## config.mk

```make
export PLATFORM = sky130hd
export DESIGN_NAME = seven_segment_frame_decoder
export DESIGN_NICKNAME = d
export VERILOG_FILES = /design/src/rtl/ssfd_pkg.sv /design/src/rtl/ssfd_front.sv /design/src/rtl/ssfd_fifo.sv /design/src/rtl/ssfd_back.sv /design/src/rtl/seven_segment_frame_decoder.sv
export SDC_FILE = /design/constraint.sdc
export NUM_CORES = 1
export LEC_CHECK = 0
export ABC_AREA = 1
export ABC_CLOCK_PERIOD_IN_PS = 9600
export BUFFER_PORTS_ARGS = -buffer_cell sky130_fd_sc_hd__buf_2
export CORE_ASPECT_RATIO = 1.25
export CORE_UTILIZATION = 45
export DETAILED_ROUTE_END_ITERATION = 8
export PLACE_DENSITY = 0.71
export SYNTH_ARGS = -nofsm -noshare
export SYNTH_HDL_FRONTEND = slang
export SYNTH_SLANG_ARGS = --single-unit
```

## constraint.sdc

```tcl
create_clock -name clk -period 9.6 [get_ports clk]
set_input_delay 2.4 -clock clk [delete_from_list [all_inputs] [get_ports clk]]
set_output_delay 2.4 -clock clk [all_outputs]
set_load 0.1 [all_outputs]
```

## src/rtl/ssfd_pkg.sv

```systemverilog
// Shared types, constants and the segment decode table of the seven-segment frame decoder.
package ssfd_pkg;

  localparam int unsigned MAX_BYTES = 8;
  localparam int unsigned CNT_W     = 4;

  typedef struct packed {
    logic [7:0]  data_byte;
    logic [31:0] now_ms;
  } in_t;

  typedef struct packed {
    logic [63:0] display_text;
    logic [63:0] raw_frame;
    logic [2:0]  display_class;
    logic [9:0]  temperature;
    logic        temp_valid;
    logic        temp_changed;
    logic        class_changed;
    logic        frame_changed;
    logic [3:0]  match_count;
    logic        temp_out_of_range;
    logic        marker_present;
  } out_t;

  typedef enum logic [1:0] {
    B_IDLE,
    B_WALK,
    B_FINISH
  } back_state_t;

  localparam logic [1:0] REG_FRAME_GAP = 2'd0;
  localparam logic [1:0] REG_TEMP_LOW  = 2'd1;
  localparam logic [1:0] REG_TEMP_HIGH = 2'd2;

  localparam logic [2:0] CLASS_TEMP    = 3'd0;
  localparam logic [2:0] CLASS_OH      = 3'd1;
  localparam logic [2:0] CLASS_ICE     = 3'd2;
  localparam logic [2:0] CLASS_STARTUP = 3'd3;
  localparam logic [2:0] CLASS_BLANK   = 3'd4;
  localparam logic [2:0] CLASS_UNKNOWN = 3'd5;
  localparam logic [2:0] CLASS_NONE    = 3'd7;

  localparam logic [7:0] CH_SPACE = 8'h20;
  localparam logic [7:0] CH_ZERO  = 8'h30;
  localparam logic [7:0] CH_NINE  = 8'h39;
  localparam logic [7:0] CH_O     = 8'h4F;
  localparam logic [7:0] CH_H     = 8'h48;
  localparam logic [7:0] CH_I     = 8'h49;
  localparam logic [7:0] CH_C     = 8'h43;
  localparam logic [7:0] CH_E     = 8'h45;
  localparam logic [7:0] CH_DASH  = 8'h2D;
  localparam logic [7:0] CH_QUERY = 8'h3F;

  localparam logic [7:0] SEG_MASK  = 8'h7F;
  localparam logic [6:0] SEG_ONE   = 7'h30;
  localparam logic [6:0] SEG_SEVEN = 7'h70;
  localparam logic [6:0] SEG_BLANK = 7'h00;
  localparam logic [7:0] MARKER    = 8'hFE;

  function automatic logic [7:0] seg_decode(input logic [7:0] b);
    logic [6:0] m;
    logic [7:0] c;
    m = b[6:0];
    unique case (m)
      7'h7E:   c = "0";
      7'h30:   c = "1";
      7'h6D:   c = "2";
      7'h79:   c = "3";
      7'h33:   c = "4";
      7'h5B:   c = "5";
      7'h5F:   c = "6";
      7'h70:   c = "7";
      7'h7F:   c = "8";
      7'h7B:   c = "9";
      7'h00:   c = " ";
      7'h37:   c = "H";
      7'h0E:   c = "L";
      7'h67:   c = "P";
      7'h4F:   c = "E";
      7'h01:   c = "-";
      7'h03:   c = "-";
      7'h0D:   c = "c";
      7'h05:   c = "r";
      7'h1D:   c = "o";
      default: c = CH_QUERY;
    endcase
    return c;
  endfunction

endpackage

```

## src/rtl/ssfd_front.sv

```systemverilog
// Front end: accepts display bytes, applies the gap timeout and assembles complete frames.
module ssfd_front #(
  parameter int unsigned FRAME_BYTES = 8
) (
  input  logic              clk,
  input  logic              rst,
  input  logic              in_valid,
  output logic              in_stall,
  input  ssfd_pkg::in_t     in_data,
  input  logic [7:0]        gap_limit_ms,
  input  logic              queue_full,
  output logic              push,
  output logic [63:0]       push_frame
);
  import ssfd_pkg::*;

  localparam logic [CNT_W-1:0] LAST_POS = CNT_W'(FRAME_BYTES - 1);

  logic [7:0]       byte_store [MAX_BYTES];
  logic [CNT_W-1:0] byte_count;
  logic [CNT_W-1:0] byte_count_next;
  logic [31:0]      last_arrival;
  logic [CNT_W-1:0] pos;
  logic [31:0]      elapsed;
  logic             accept;

  assign in_stall = queue_full;
  assign accept   = in_valid && !in_stall;
  assign elapsed  = in_data.now_ms - last_arrival;

  always_comb begin
    if (byte_count != '0 && elapsed > {24'd0, gap_limit_ms}) begin
      pos = '0;
    end else begin
      pos = byte_count;
    end
    push = accept && (pos == LAST_POS);
    byte_count_next = push ? '0 : pos + CNT_W'(1);
  end

  always_comb begin
    push_frame = '0;
    for (int k = 0; k < MAX_BYTES; k++) begin
      if (k == FRAME_BYTES - 1) begin
        push_frame[63 - 8*k -: 8] = in_data.data_byte;
      end else if (k < FRAME_BYTES - 1) begin
        push_frame[63 - 8*k -: 8] = byte_store[k];
      end
    end
  end

  always_ff @(posedge clk) begin
    if (rst) begin
      byte_count   <= '0;
      last_arrival <= '0;
    end else if (accept) begin
      byte_count   <= byte_count_next;
      last_arrival <= in_data.now_ms;
    end
  end

  always_ff @(posedge clk) begin
    if (accept) begin
      byte_store[pos[2:0]] <= in_data.data_byte;
    end
  end

endmodule

```

## src/rtl/ssfd_fifo.sv

```systemverilog
// Two-entry frame queue between the front end and the decode back end.
module ssfd_fifo (
  input  logic        clk,
  input  logic        rst,
  input  logic        push,
  input  logic [63:0] push_frame,
  output logic        full,
  input  logic        pop,
  output logic        head_valid,
  output logic [63:0] head_frame
);
  import ssfd_pkg::*;

  localparam int unsigned DEPTH = 2;

  logic [63:0] mem [DEPTH];
  logic        wr_ptr;
  logic        rd_ptr;
  logic [1:0]  count;

  assign full       = (count == 2'(DEPTH));
  assign head_valid = (count != 2'd0);
  assign head_frame = mem[rd_ptr];

  always_ff @(posedge clk) begin
    if (rst) begin
      wr_ptr <= 1'b0;
      rd_ptr <= 1'b0;
      count  <= 2'd0;
    end else begin
      if (push) begin
        wr_ptr <= ~wr_ptr;
      end
      if (pop) begin
        rd_ptr <= ~rd_ptr;
      end
      case ({push, pop})
        2'b10:   count <= count + 2'd1;
        2'b01:   count <= count - 2'd1;
        default: count <= count;
      endcase
    end
  end

  always_ff @(posedge clk) begin
    if (push) begin
      mem[wr_ptr] <= push_frame;
    end
  end

  a_no_overflow: assert property (@(posedge clk) disable iff (rst)
    push |-> !full)
    else $error("frame queue written while full");

  a_no_underflow: assert property (@(posedge clk) disable iff (rst)
    pop |-> head_valid)
    else $error("frame queue read while empty");

endmodule

```

## src/rtl/ssfd_back.sv

```systemverilog
// Back end: walks one queued frame a byte per cycle, classifies it and registers the result.
module ssfd_back #(
  parameter int unsigned FRAME_BYTES = 8
) (
  input  logic           clk,
  input  logic           rst,
  input  logic           head_valid,
  input  logic [63:0]    head_frame,
  output logic           pop,
  input  logic [9:0]     temp_low_limit,
  input  logic [9:0]     temp_high_limit,
  output logic           out_valid,
  input  logic           out_stall,
  output ssfd_pkg::out_t out_data
);
  import ssfd_pkg::*;

  localparam logic [CNT_W-1:0] NBYTES = CNT_W'(FRAME_BYTES);

  back_state_t state;
  back_state_t state_next;
  logic        load_out;

  logic [63:0] frame_sh;
  logic [63:0] raw_keep;
  logic [63:0] text;
  logic [2:0]  idx;
  logic [3:0]  n;
  logic [7:0]  strip [3];
  logic        all_dig;
  logic [9:0]  temp_acc;
  logic [3:0]  confirmed;

  logic [63:0] previous_frame;
  logic        frame_seen;
  logic [9:0]  held_temperature;
  logic        held_temp_valid;
  logic [2:0]  previous_class;

  logic        in_frame;
  logic [7:0]  cur_byte;
  logic [7:0]  cur_char;
  logic [6:0]  cur_seg;
  logic        is_digit;

  logic [2:0]  cls;
  logic        oor;
  logic        tchg;

  always_comb begin
    state_next = state;
    unique case (state)
      B_IDLE:   if (head_valid) state_next = B_WALK;
      B_WALK:   if (idx == 3'd7) state_next = B_FINISH;
      B_FINISH: if (!out_valid || !out_stall) state_next = B_IDLE;
      default:  state_next = B_IDLE;
    endcase
  end

  always_comb begin
    pop      = (state == B_IDLE) && head_valid;
    load_out = (state == B_FINISH) && (!out_valid || !out_stall);
  end

  always_ff @(posedge clk) begin
    if (rst) begin
      state <= B_IDLE;
    end else begin
      state <= state_next;
    end
  end

  assign in_frame = ({1'b0, idx} < NBYTES);
  assign cur_byte = frame_sh[63:56];
  assign cur_seg  = cur_byte[6:0];
  assign cur_char = in_frame ? seg_decode(cur_byte & SEG_MASK) : 8'h00;
  assign is_digit = (cur_char >= CH_ZERO) && (cur_char <= CH_NINE);

  always_ff @(posedge clk) begin
    if (pop) begin
      frame_sh  <= head_frame;
      raw_keep  <= head_frame;
      text      <= '0;
      idx       <= 3'd0;
      n         <= 4'd0;
      all_dig   <= 1'b1;
      temp_acc  <= 10'd0;
      confirmed <= 4'd0;
    end else if (state == B_WALK) begin
      frame_sh <= {frame_sh[55:0], 8'h00};
      text     <= {text[55:0], cur_char};
      idx      <= idx + 3'd1;
      if (in_frame) begin
        if (cur_seg == SEG_ONE || cur_seg == SEG_SEVEN || cur_seg == SEG_BLANK) begin
          confirmed <= confirmed + 4'd1;
        end
        if (cur_char != CH_SPACE) begin
          n <= n + 4'd1;
          if (n < 4'd3) begin
            strip[n[1:0]] <= cur_char;
          end
          if (is_digit) begin
            temp_acc <= 10'(temp_acc * 4'd10 + {6'd0, cur_char[3:0]});
          end else begin
            all_dig <= 1'b0;
          end
        end
      end
    end
  end

  always_comb begin
    oor  = 1'b0;
    tchg = 1'b0;
    if (all_dig && (n == 4'd2 || n == 4'd3)) begin
      cls  = CLASS_TEMP;
      oor  = (temp_acc < temp_low_limit) || (temp_acc > temp_high_limit);
      tchg = !held_temp_valid || (temp_acc != held_temperature);
    end else if (n == 4'd2 && strip[0] == CH_O && strip[1] == CH_H) begin
      cls = CLASS_OH;
    end else if (n == 4'd3 && strip[0] == CH_I && strip[1] == CH_C && strip[2] == CH_E) begin
      cls = CLASS_ICE;
    end else if ((n == 4'd2 || n == 4'd3) && strip[0] == CH_DASH && strip[1] == CH_DASH &&
                 (n == 4'd2 || strip[2] == CH_DASH)) begin
      cls = CLASS_STARTUP;
    end else if (n == 4'd0) begin
      cls = CLASS_BLANK;
    end else begin
      cls = CLASS_UNKNOWN;
    end
  end

  always_ff @(posedge clk) begin
    if (rst) begin
      previous_frame   <= '0;
      frame_seen       <= 1'b0;
      held_temperature <= '0;
      held_temp_valid  <= 1'b0;
      previous_class   <= CLASS_NONE;
      out_valid        <= 1'b0;
    end else begin
      if (load_out) begin
        out_valid      <= 1'b1;
        previous_frame <= raw_keep;
        frame_seen     <= 1'b1;
        previous_class <= cls;
        if (tchg) begin
          held_temperature <= temp_acc;
          held_temp_valid  <= 1'b1;
        end
      end else if (!out_stall) begin
        out_valid <= 1'b0;
      end
    end
  end

  always_ff @(posedge clk) begin
    if (load_out) begin
      out_data.display_text      <= text;
      out_data.raw_frame         <= raw_keep;
      out_data.display_class     <= cls;
      out_data.temperature       <= tchg ? temp_acc : held_temperature;
      out_data.temp_valid        <= tchg || held_temp_valid;
      out_data.temp_changed      <= tchg;
      out_data.class_changed     <= (cls != previous_class);
      out_data.frame_changed     <= !frame_seen || (raw_keep != previous_frame);
      out_data.match_count       <= confirmed;
      out_data.temp_out_of_range <= oor;
      out_data.marker_present    <= (raw_keep[63:56] == MARKER);
    end
  end

  a_walk_ends: assert property (@(posedge clk) disable iff (rst)
    (state == B_WALK && idx == 3'd7) |=> (state == B_FINISH))
    else $error("frame walk did not end after eight bytes");

  a_result_from_finish: assert property (@(posedge clk) disable iff (rst)
    $rose(out_valid) |-> $past(state == B_FINISH))
    else $error("result appeared outside the finish step");

  a_temp_change_consistent: assert property (@(posedge clk) disable iff (rst)
    (out_valid && out_data.temp_changed) |->
      (out_data.temp_valid && out_data.display_class == CLASS_TEMP))
    else $error("temperature change flagged on a non-temperature frame");

endmodule

```

## src/rtl/seven_segment_frame_decoder.sv

```systemverilog
// Top level of the seven-segment frame decoder: configuration registers and the three stages.
//
// Input channel: one beat per sniffed display byte with its arrival time in milliseconds.
// A beat is taken when in_valid is high and in_stall low. Bytes are accepted one per cycle;
// in_stall rises only while both frame queue entries are occupied.
// Every FRAME_BYTES-th byte closes a frame; a gap above the gap limit drops a partial frame.
// Output channel: one beat per completed frame, taken when out_valid is high and out_stall
// low. After the edge that takes the closing byte, the frame passes through the queue into
// the walker, which walks it a byte per cycle; then the result is registered.
// The back end decodes one frame at a time and pops the next frame from the queue only
// after it has loaded the result of the last one.
// While the receiver stalls, the result is held; the back end finishes its current frame
// and waits, the queue fills, and then the input stalls.
// Configuration writes (cfg_we, cfg_index, cfg_data) take effect at once; index 0 is the
// gap limit, 1 the low and 2 the high temperature limit; index 3 is ignored.
// Synchronous reset restores the register defaults (1, 80, 120), empties the queue and
// clears the partial frame, held temperature and change history.
module seven_segment_frame_decoder #(
  parameter int unsigned FRAME_BYTES = 8
) (
  input  logic           clk,
  input  logic           rst,
  input  logic           in_valid,
  output logic           in_stall,
  input  ssfd_pkg::in_t  in_data,
  output logic           out_valid,
  input  logic           out_stall,
  output ssfd_pkg::out_t out_data,
  input  logic           cfg_we,
  input  logic [1:0]     cfg_index,
  input  logic [9:0]     cfg_data
);
  import ssfd_pkg::*;

  logic [7:0]  gap_limit_ms;
  logic [9:0]  temp_low_limit;
  logic [9:0]  temp_high_limit;

  logic        queue_full;
  logic        push;
  logic [63:0] push_frame;
  logic        pop;
  logic        head_valid;
  logic [63:0] head_frame;

  always_ff @(posedge clk) begin
    if (rst) begin
      gap_limit_ms    <= 8'd1;
      temp_low_limit  <= 10'd80;
      temp_high_limit <= 10'd120;
    end else if (cfg_we) begin
      case (cfg_index)
        REG_FRAME_GAP: gap_limit_ms    <= cfg_data[7:0];
        REG_TEMP_LOW:  temp_low_limit  <= cfg_data;
        REG_TEMP_HIGH: temp_high_limit <= cfg_data;
        default:       gap_limit_ms    <= gap_limit_ms;
      endcase
    end
  end

  ssfd_front #(
    .FRAME_BYTES(FRAME_BYTES)
  ) u_front (
    .clk          (clk),
    .rst          (rst),
    .in_valid     (in_valid),
    .in_stall     (in_stall),
    .in_data      (in_data),
    .gap_limit_ms (gap_limit_ms),
    .queue_full   (queue_full),
    .push         (push),
    .push_frame   (push_frame)
  );

  ssfd_fifo u_fifo (
    .clk        (clk),
    .rst        (rst),
    .push       (push),
    .push_frame (push_frame),
    .full       (queue_full),
    .pop        (pop),
    .head_valid (head_valid),
    .head_frame (head_frame)
  );

  ssfd_back #(
    .FRAME_BYTES(FRAME_BYTES)
  ) u_back (
    .clk             (clk),
    .rst             (rst),
    .head_valid      (head_valid),
    .head_frame      (head_frame),
    .pop             (pop),
    .temp_low_limit  (temp_low_limit),
    .temp_high_limit (temp_high_limit),
    .out_valid       (out_valid),
    .out_stall       (out_stall),
    .out_data        (out_data)
  );

endmodule

```

# After elaboration in Yosys (flattened, before gate mapping)
# Memory sizes are Yosys's and may differ from the RTL's. A register that Yosys moved wholly into a read port is not among the register bits.
# Cells that the tools add are included.
# totals
regBits,514
mem_bits_rw,213
input_bits,57
out_inout_bits,153
word_cells,179
memories,3
# classes
add_sub_neg,8
multipliers,1
magnitude_cmp,6
n_eq_ne,47
muxes,30
bitwise,3
n_reduce_logical,47
# memory_table
name,words,word_bits,rd,rd_clocked_by_memory_dff,wr,line_no,source
u_fifo.mem,2,64,1,1,1,ssfd_fifo.sv:16,logic [63:0] mem [DEPTH];
u_front.byte_store,8,8,7,0,1,ssfd_front.sv:19,logic [7:0] byte_store [MAX_BYTES];
u_back.strip,3,7,3,0,1,ssfd_back.sv:29,logic [7:0] strip [3];
# ops
cell,n
7-bit one-hot mux with 19 select lines,1
63-bit two-way mux,2
7-bit == test (second input constant),10
64-bit inequality test,1
8-bit by 7-bit == test with 1-bit output (second input constant),5
32-bit by 8-bit > comparator with 1-bit output,1
32-bit subtractor,1
8-bit by 6-bit == test with 1-bit output (second input constant),3
7-bit by 6-bit == test with 1-bit output (second input constant),3
1-bit logical AND,15
1-bit two-way mux,15
7-bit by 4-bit == test with 1-bit output (second input constant),2
4-bit by 1-bit adder with 4-bit output (second input constant),3
3-bit two-way mux,4
2-bit AND reduction,6
10-bit by 4-bit adder with 10-bit output,1
10-bit > comparator,1
10-bit < comparator,1
10-bit by 3-bit multiplier with 9-bit output (second input constant),1
10-bit two-way mux,1
10-bit inequality test,1
1-bit logical OR,9
3-bit AND reduction,3
2-bit == test (second input constant),4
other kinds (31),48

# Depth between registers and ports, before layout
# Gate-level depths: netlist (run 1).
# depth
word_depth,10
ltp_mapped,34
ltp_nobuf,34

# Modules after synthesis
# A second synthesis (run 1) with hierarchy kept.
# hier_totals
cells_unflattened,2958
area_unflattened_um2,30251.5
# by_module_without_submodules
mod,n_inst,cells_each,area_per_inst_um2,seq_area_each_um2
ssfd_back,1,1665,17745.8,11731.3
ssfd_front,1,892,6187.2,2402.3
ssfd_fifo,1,232,5146.2,3943.8
seven_segment_frame_decoder,1,169,1172.4,560.5

# Least setup slack after synthesis (run 1)
# OpenSTA, ideal clock, no wires.
# synth_path
path_type,input port to flip-flop
start,in in_data[0] (netlist name)
end,mem u_fifo.mem[0][0] (enable)
setup_ps,486
arrival_time_ps,7876
required_ps,9114
setup_slack_ps,1238
path_stages,29
path_buffers,0
path_cell_list,inv_1 ha_1 fa_1 inv_1 nand2_1 nand2_1 and2_4 xor2_1 ha_1 nand2_1 nor2_1 nand2_1 nand2_1 nand2_1 nand3_1 nor2_1 nand2_1 nor2_1 nand2_1 nor2_1 nand2_1 nand2_2 nand2_1 inv_1 ha_1 nand3_2 nor2_4 inv_2 nor2_1
# synth_via
elab_chain_cells,8
# synth_lines
item,line_no,source
"start, declared",seven_segment_frame_decoder.sv:25,"input ssfd_pkg::in_t in_data,"
32-bit subtractor,ssfd_front.sv:29,assign elapsed = in_data.now_ms - last_arrival;
32-bit by 8-bit > comparator with 1-bit output,ssfd_front.sv:32,"if (byte_count != '0 && elapsed > {24'd0, gap_limit_ms}) begin"
1-bit logical AND,ssfd_front.sv:32,
4-bit two-way mux,ssfd_front.sv:32,
4-bit by 3-bit == test with 1-bit output,ssfd_front.sv:37,push = accept && (pos == LAST_POS);
1-bit logical AND,ssfd_front.sv:37,
1-bit two-way mux,ssfd_fifo.sv:46,if (push) begin
1-bit two-way mux (implied by the code),ssfd_fifo.sv:47,mem[wr_ptr] <= push_frame;
"end, declared",ssfd_fifo.sv:16,
# Every way passes these cells.

# Worst setup path in the final report (run 1)
# layout_path
start,in in_data[0] (netlist name)
end,mem u_fifo.mem[1][28] (enable)
# Same word-level chain as after synthesis.

==> impl_metrics.toml, run 1 <==
[outcome]
status = "completed"

[detailed_routing]
drtIter0Drc = 1135
dr.pass1.iters = 5
wl_per_cell_um = 17.2
dr_wl_met2_mm = 33.5
wl_mm = 67.0
num_vias = 19500
top_layer = "met4"
wl_met3_mm = 2.76
vias_per_cell = 5.02
wl_met1_mm = 28.3
drc = 0
final_antenna_net_count = 0

[logic_synthesis]
synth-seq-cells = 697
synth_cells = 2781
yosys.area.top_type_share = 0.482
synth_ff_type = "edfxtp_1"
synth_warnings = 0
synthTopCellsByArea = "edfxtp_1 48%, dfxtp_1 16%, nand2_1 7.2%, inv_1 4.9%, ha_1 3.5%"
synth_top_cell_by_area = "edfxtp_1"
yosys-top-cells-count = "557 x nand2_1, 468 x edfxtp_1, 384 x inv_1"
synth-async-reset-ratio = 0
synth-edff-count = 468
yosysUniqueCellTypes = 58
synth_area_um2 = 29200
yosysSeqAreaShare = 0.639
synth.most_common_cell = "nand2_1"
syn_area_per_cell_um2 = 10.5

[floorplanning]
rows = 104
die_area_um2 = 65900
die_h_um = 287
die_w_um = 230
io_pins = 210
coreArea_um2 = 64300
start_util = 0.454

[clocking]
insertion_delay_ps = 610
hold_buffers = 0
tritoncts = "yes"
ctsResizeCount = 0
cts_made_buffers = 69
htreeDepth = 3
clockBufferDepth = 3
cts_setup_buffers = 0
clkTransAtPathRegs_ps = 60
cts_sinks = 697
cts-root-buf = "clkbuf_16"

[grt]
grt_pass1_wl_mm = 104
antenna_found_initial = 2
grt_use_total = 0.204
grt_pass1_vias = 18800
grt_max_degree = 153
gr-total-overflow = 0

[timing]
worst_pin_slew_ps = 1110
rsz0062_at_grt = "false"
drv_slew = 0
fin_crit_sh = 0.683
finalHoldViolCount = 0
relSlewSlack = 0.259
totalNegativeSetupSlack_ps = 0
timing.fmax_mhz = 152
min_period_ps = 6560
fin_worst_skew_ps = 22.5
whs_ps = 422
setup_violations = 0

[final_layout]
nNetsFinal = 3126
register_area_um2 = 18600
fillers = 5694
area_growth_pct = 14.2
multi_input_area_um2 = 8760
drive_above_1_share = 0.143
final_cell_area_um2 = 33300

[run]
cap_viol_max_count = 0

[worst_setup_path]
cp_num_buf_inv = 6
crit_path_frequent_cell = "nand2_1"
crit_cells = 29
crit_family = "simple AND/OR/NAND/NOR gates"
path_class = "input port to flip-flop"
slowest_stage = "buf_4"
reg2reg_depth = 28
cp_max_fo = 51
critPathCaptureType = "flip-flop"
start_kind = "input port"
cp.arrival_ps = 6790
required_ps = 9830
slowest_delay_ps = 660

[power]
p_leak_uw = 0.0135
vdd_drop_max_v = 0.000142
powerDensity_nw_per_um2 = 246

[placement]
gp_congestion = 0.895
place_hpwl_mm = 46.8
port-buffer-count = 201
placed_area_um2 = 31100

[min_path]
hold_path.class = "flip-flop to flip-flop"
min_path_cells = 0
## worst register-to-register path, delay by kind of cell, from the launching register on
| kind | cells | cell delay, ps |
|---|---|---|
| AO/OA/AOI/OAI | 2 | 250 |
| XOR/XNOR | 1 | 220 |
| adder cells (fa/ha/maj) | 3 | 860 |
| buffers and inverters | 4 | 900 |
| flip-flops | 1 | 310 |
| AND/OR/NAND/NOR | 18 | 2000 |
## report_power, final
group / leakage [uW] / switching [uW] / internal (uW)
logic: 0.00627 / 1110 / 511
registers: 0.00610 / 224 / 3680
clock network: 0.00110 / 1150 / 1520
## flip-flops by register name (all words and copies together) (netlist names), 2 cells and up, named ones only
name	count
u_front.last_arrival	32
temp_high_limit	10
u_back.raw_keep	64
u_back.temp_acc	10
u_fifo.count	2
u_back.n	4
u_back.previous_class	3
u_back.idx	3
u_back.strip	21
u_back.previous_frame	64
u_fifo.mem	128
gap_limit_ms	8
u_back.out_data	143
u_back.state	2
temp_low_limit	10
u_back.held_temperature	10
u_back.text	56
u_front.byte_count	4
u_front.byte_store	56
u_back.frame_sh	56
u_back.confirmed	4
## metal layers
| layer | up-vias | global-route usage |
|---|---|---|
| li1 | 9781 | - |
| met1 | 9215 | 0.251 |
| met2 | 439 | 0.358 |
| met3 | 112 | 0.0259 |
| met4 | 0 | 0.0912 |
| met5 | - | 0 |
## final timing paths
kind | from | to | slack [ps]
worst max-delay path | in_data[0] | u_fifo.mem[1][28] | 3040
worst min-delay path | u_back.text[28] | u_back.out_data[115] | 420
worst max register to register | u_front.last_arrival[3] | u_fifo.mem[1][28] | 4640
worst min register to register | u_back.text[28] | u_back.out_data[115] | 420
## placed cells by master, fill, tap and decap left out, drive strengths merged, types with 3 or more instances in the layout
cell    synthesis  routed
fa              3       3
or2             9       9
xor2           30      30
a21o            3       3
a31oi           3       3
nand3          83      83
a211oi          5       5
bufinv          0       3
mux2           57      57
clkinv          2      25
nor3b           3       3
nand2         565     565
edfxtp        468     468
a221oi          7       7
xnor2          14      14
nand3b          9       9
o21ai         201     201
dfxtp         229     229
ha             81      81
o211ai          8       8
nor3           23      23
clkbuf         75      96
nor2          199     199
and2            5       5
inv           392     395
conb            1       8
nor4           15      15
a21oi         167     167
o22ai          57      57
a22o            6       6
nand4          31      31
and3            4       4
buf            14     215
## kinds of logic (layout without fill, tap and decap cells)
kind of cell | Yosys count | in the layout | share of synthesized area
compound gates | 469 | 469 | 0.0883
xor+xnor | 44 | 44 | 0.0132
fa+ha+maj | 84 | 84 | 0.0368
buf+inv | 483 | 736 | 0.0634
flops | 697 | 697 | 0.639
mux | 57 | 57 | 0.0220
other cells | 1 | 10 | 0.000129
simple gates | 946 | 946 | 0.137
## cell type report
| cell class | instances | share of cell area |
|---|---|---|
| well taps | 848 | 0.0318 |
| flip-flops and latches | 697 | 0.559 |
| clock inverters | 31 | 0.00950 |
| diodes | 2 | 0.000150 |
| multi-input cells | 1608 | 0.263 |
| clock buffers | 96 | 0.0582 |
| repair buffers | 215 | 0.0333 |
| inverters | 394 | 0.0447 |
## stage by stage
stage          std cells   util  power, uW  setup slack (ps)
6_report            3891  0.518       8190              3040
5_1_grt             3891  0.518       8610              2490
4_1_cts             3889  0.518       8280              3030
3_5_place_dp        3762  0.483       5600              2410
3_3_place_gp        3762  0.483       5560              2470
2_1_floorplan       2788      -       5080              1240
Power figures use the tool's default switching activity.
==> inputs of run 2 (changes only) <==
--- a/config.mk
+++ b/config.mk
@@ -5,8 +5,8 @@
 export SDC_FILE = /design/constraint.sdc
 export NUM_CORES = 1
 export LEC_CHECK = 0
-export ABC_AREA = 1
-export ABC_CLOCK_PERIOD_IN_PS = 9600
+export ABC_AREA = 0
+export ABC_CLOCK_PERIOD_IN_PS = 6700
 export BUFFER_PORTS_ARGS = -buffer_cell sky130_fd_sc_hd__buf_2
 export CORE_ASPECT_RATIO = 1.25
 export CORE_UTILIZATION = 45
==> constraint.sdc (replaced) <==
create_clock -name clk -period 6.7 [get_ports clk]
set_input_delay 1.675 -clock clk [delete_from_list [all_inputs] [get_ports clk]]
set_output_delay 1.675 -clock clk [all_outputs]
set_load 0.1 [all_outputs]
==> run 2 against run 1 <==
Count of clock-buffer cells in the layout shrank 11; via count shrank 5.3%; combinational power shrank 74%; design area shrank 2.2%; global-route usage shrank 1.3 points; clock power grew 33%; sequential cell count is the same; critical endpoint is now u_fifo.count[1].
==> impl_metrics.toml, run 2 <==
[detailed_routing]
vias_per_cell = 5.24
wl_mm = 62.1
drtIter0Drc = 1016
wl_per_cell_um = 17.6
final_antenna_net_count = 0
drc = 0
num_vias = 18500
dr.pass1.iters = 5

[final_layout]
area_growth_pct = 13.9
diodes = 0
largest-register = "u_back.out_data"
fin_util = 0.517
final_cell_mix = "541 x nand2_1, 468 x edfxtp_1, 228 x dfxtp_1, 200 x buf_2, 179 x a21oi_1"
largest_register_ffs = 143
drive_above_1_share = 0.161
layout.cells.non_filler = 3536
reg_top3 = "u_back.out_data x143, u_fifo.mem x128"
mostFrequentLayoutCell = "nand2_1"
nNetsFinal = 2787

[worst_setup_path]
path_class = "input port to flip-flop"
cp_num_buf_inv = 2
crit_path_cell_trace = "buf_2 -> inv_1 -> ha_2 -> fa_2 -> nand2b_4 -> a21oi_4 -> nor2_1 -> xnor2_1 -> ha_1 -> a21o_1 -> a21oi_2 -> o21ai_0 -> o21ai_1 -> nand3_1 -> or4_4 -> nor4b_4 -> and2_1 -> ha_2 -> nand2_1 -> nor2_2 -> nand3_2 -> ha_1 -> or3_1 -> a21oi_1"
cp.arrival_ps = 6420
slowest_delay_ps = 450
required_ps = 7220
cp_max_fo = 5
crit_family = "simple AND/OR/NAND/NOR gates"
timing.rr.end = "u_fifo.count[1]"
crit-reg2reg-launch = "u_front.last_arrival[1]"
slowest_stage = "or4_4"
critPathCaptureType = "flip-flop"
start_kind = "input port"
reg2reg_depth = 23
r2r_setup_slack_ps = 1620

[logic_synthesis]
synth_area_um2 = 28600
synth-seq-cells = 697
synth_cells = 2460
synthAdderAreaFrac = 0.0375
synth_top_cell_by_area = "edfxtp_1"
synth-async-reset-ratio = 0
yosys.area.top_type_share = 0.491
synth_ff_type = "edfxtp_1"
synth-edff-count = 468
synth-xor-area-share = 0.0309
yosysUniqueCellTypes = 85
synth_top_family_by_area = "simple AND/OR/NAND/NOR gates"
syn_area_per_cell_um2 = 11.6
synth_warnings = 0
synthTopCellsByArea = "edfxtp_1 49%, dfxtp_1 16%, nand2_1 7.1%, ha_1 3.5%, a21oi_1 3.1%"
synth-simple-area-share = 0.135
synthMuxAreaShare = 0.0324
synth_compound_area_frac = 0.0824
yosys-top-cells-count = "541 x nand2_1, 468 x edfxtp_1, 229 x dfxtp_1"
yosysSeqAreaShare = 0.651
synth.most_common_cell = "nand2_1"

[clocking]
clkTransAtPathRegs_ps = 60
clockBufferDepth = 3
tritoncts = "yes"
cts_setup_buffers = 0
cts-root-buf = "clkbuf_16"
hold_buffers = 0
cts_sinks = 697
insertion_delay_ps = 600
cts_made_buffers = 66
ctsResizeCount = 0
htreeDepth = 3

[timing]
setup_violations = 0
rsz0062_at_grt = "false"
totalNegativeSetupSlack_ps = 0
min_period_ps = 5900
finalHoldViolCount = 0
fin_worst_skew_ps = 22.3
fin_crit_sh = 0.881
timing.fmax_mhz = 169
relSlewSlack = 0.256
drv_slew = 0
worst_pin_slew_ps = 1120

[grt]
grt_util_met3 = 0.0360
grt.busiest_layer = "met2"
antenna_found_initial = 2
grt_max_degree = 103
grt_pass1_wl_mm = 96.3
grt_use_total = 0.191
grt_pass1_vias = 17900
gr-usage-met1 = 0.230
gr-total-overflow = 0
use_met2 = 0.338

[min_path]
holdCritStartpoint = "u_front.byte_store[2][1]"
min_to = "u_fifo.mem[1][41]"
min_path_cells = 0
hold_path.class = "flip-flop to flip-flop"

[power]
p_leak_uw = 0.0119
powerDensity_nw_per_um2 = 263
internal_power_uw = 6740
p_sw_frac = 0.214
combPwrFrac = 0.048
vdd_drop_max_v = 0.000231
power_frac_clock = 0.415
power_uw = 8570
p_switching_uw = 1830
seqPwrFrac = 0.537

[floorplanning]
die_w_um = 228
rows = 103
coreArea_um2 = 63000
die_h_um = 284
die_area_um2 = 64600
io_pins = 210
start_util = 0.454

[placement]
gp_congestion = 0.867
place_hpwl_mm = 43.2
placedCellCount = 3418
port-buffer-count = 201

[outcome]
status = "completed"

[run]
cap_viol_max_count = 0
run 2: logic make-up after synthesis:
family	count (synthesis)
flops	697
buf+inv	220
simple gates	877
fa+ha+maj	84
other cells	1
compound gates	396
mux	84
xor+xnor	101
run 2: how the worst max path moves through the flow:
stage	cells past startpoint	start	end	slack (ps)
finish	24	in_data[0]	u_fifo.count[1]	800
CTS	24	in_data[0]	u_fifo.count[1]	820
global placement	24	in_data[0]	u_fifo.count[1]	300
global route	23	in_data[1]	u_fifo.count[1]	510
floorplan	21	in_data[0]	u_fifo.mem[1][0]	30
detailed placement	24	in_data[0]	u_fifo.count[1]	190
run 2: final cells by class:
class	instances	area [um2]
timing repair buffer	227	1250
sequential	697	18600
fill	5290	30400
clock inverter	33	230
multi-input combinational	1550	9190
inverter	104	407
clock buffer	85	1830
tap	840	1050
run 2: power by group through the flow:
stage / Clock [uW] / Combinational, uW / Sequential (uW)
CTS: 3640 / 415 / 4600
global placement: 0 / 403 / 4690
finish: 3560 / 414 / 4600
detailed placement: 0 / 412 / 4690
global route: 3810 / 458 / 4600
floorplan: 0 / 309 / 4680
run 2: metal layers:
| layer | vias up | part of all wire |
|---|---|---|
| li1 | 8975 | - |
| met1 | 8998 | 0.41 |
| met2 | 445 | 0.52 |
| met3 | 95 | 0.050 |
| met4 | 4 | 0.024 |
| met5 | - | 0.00040 |
run 2: stage by stage:
stage | setup WS, ps | instance area (um2) | hold WS (ps)
floorplan | 34.6 | 28700 | 408
global placement | 299 | 30500 | 418
detailed placement | 193 | 30500 | 421
CTS | 816 | 32600 | 438
global route | 507 | 32600 | 441
finish | 796 | 32600 | 434
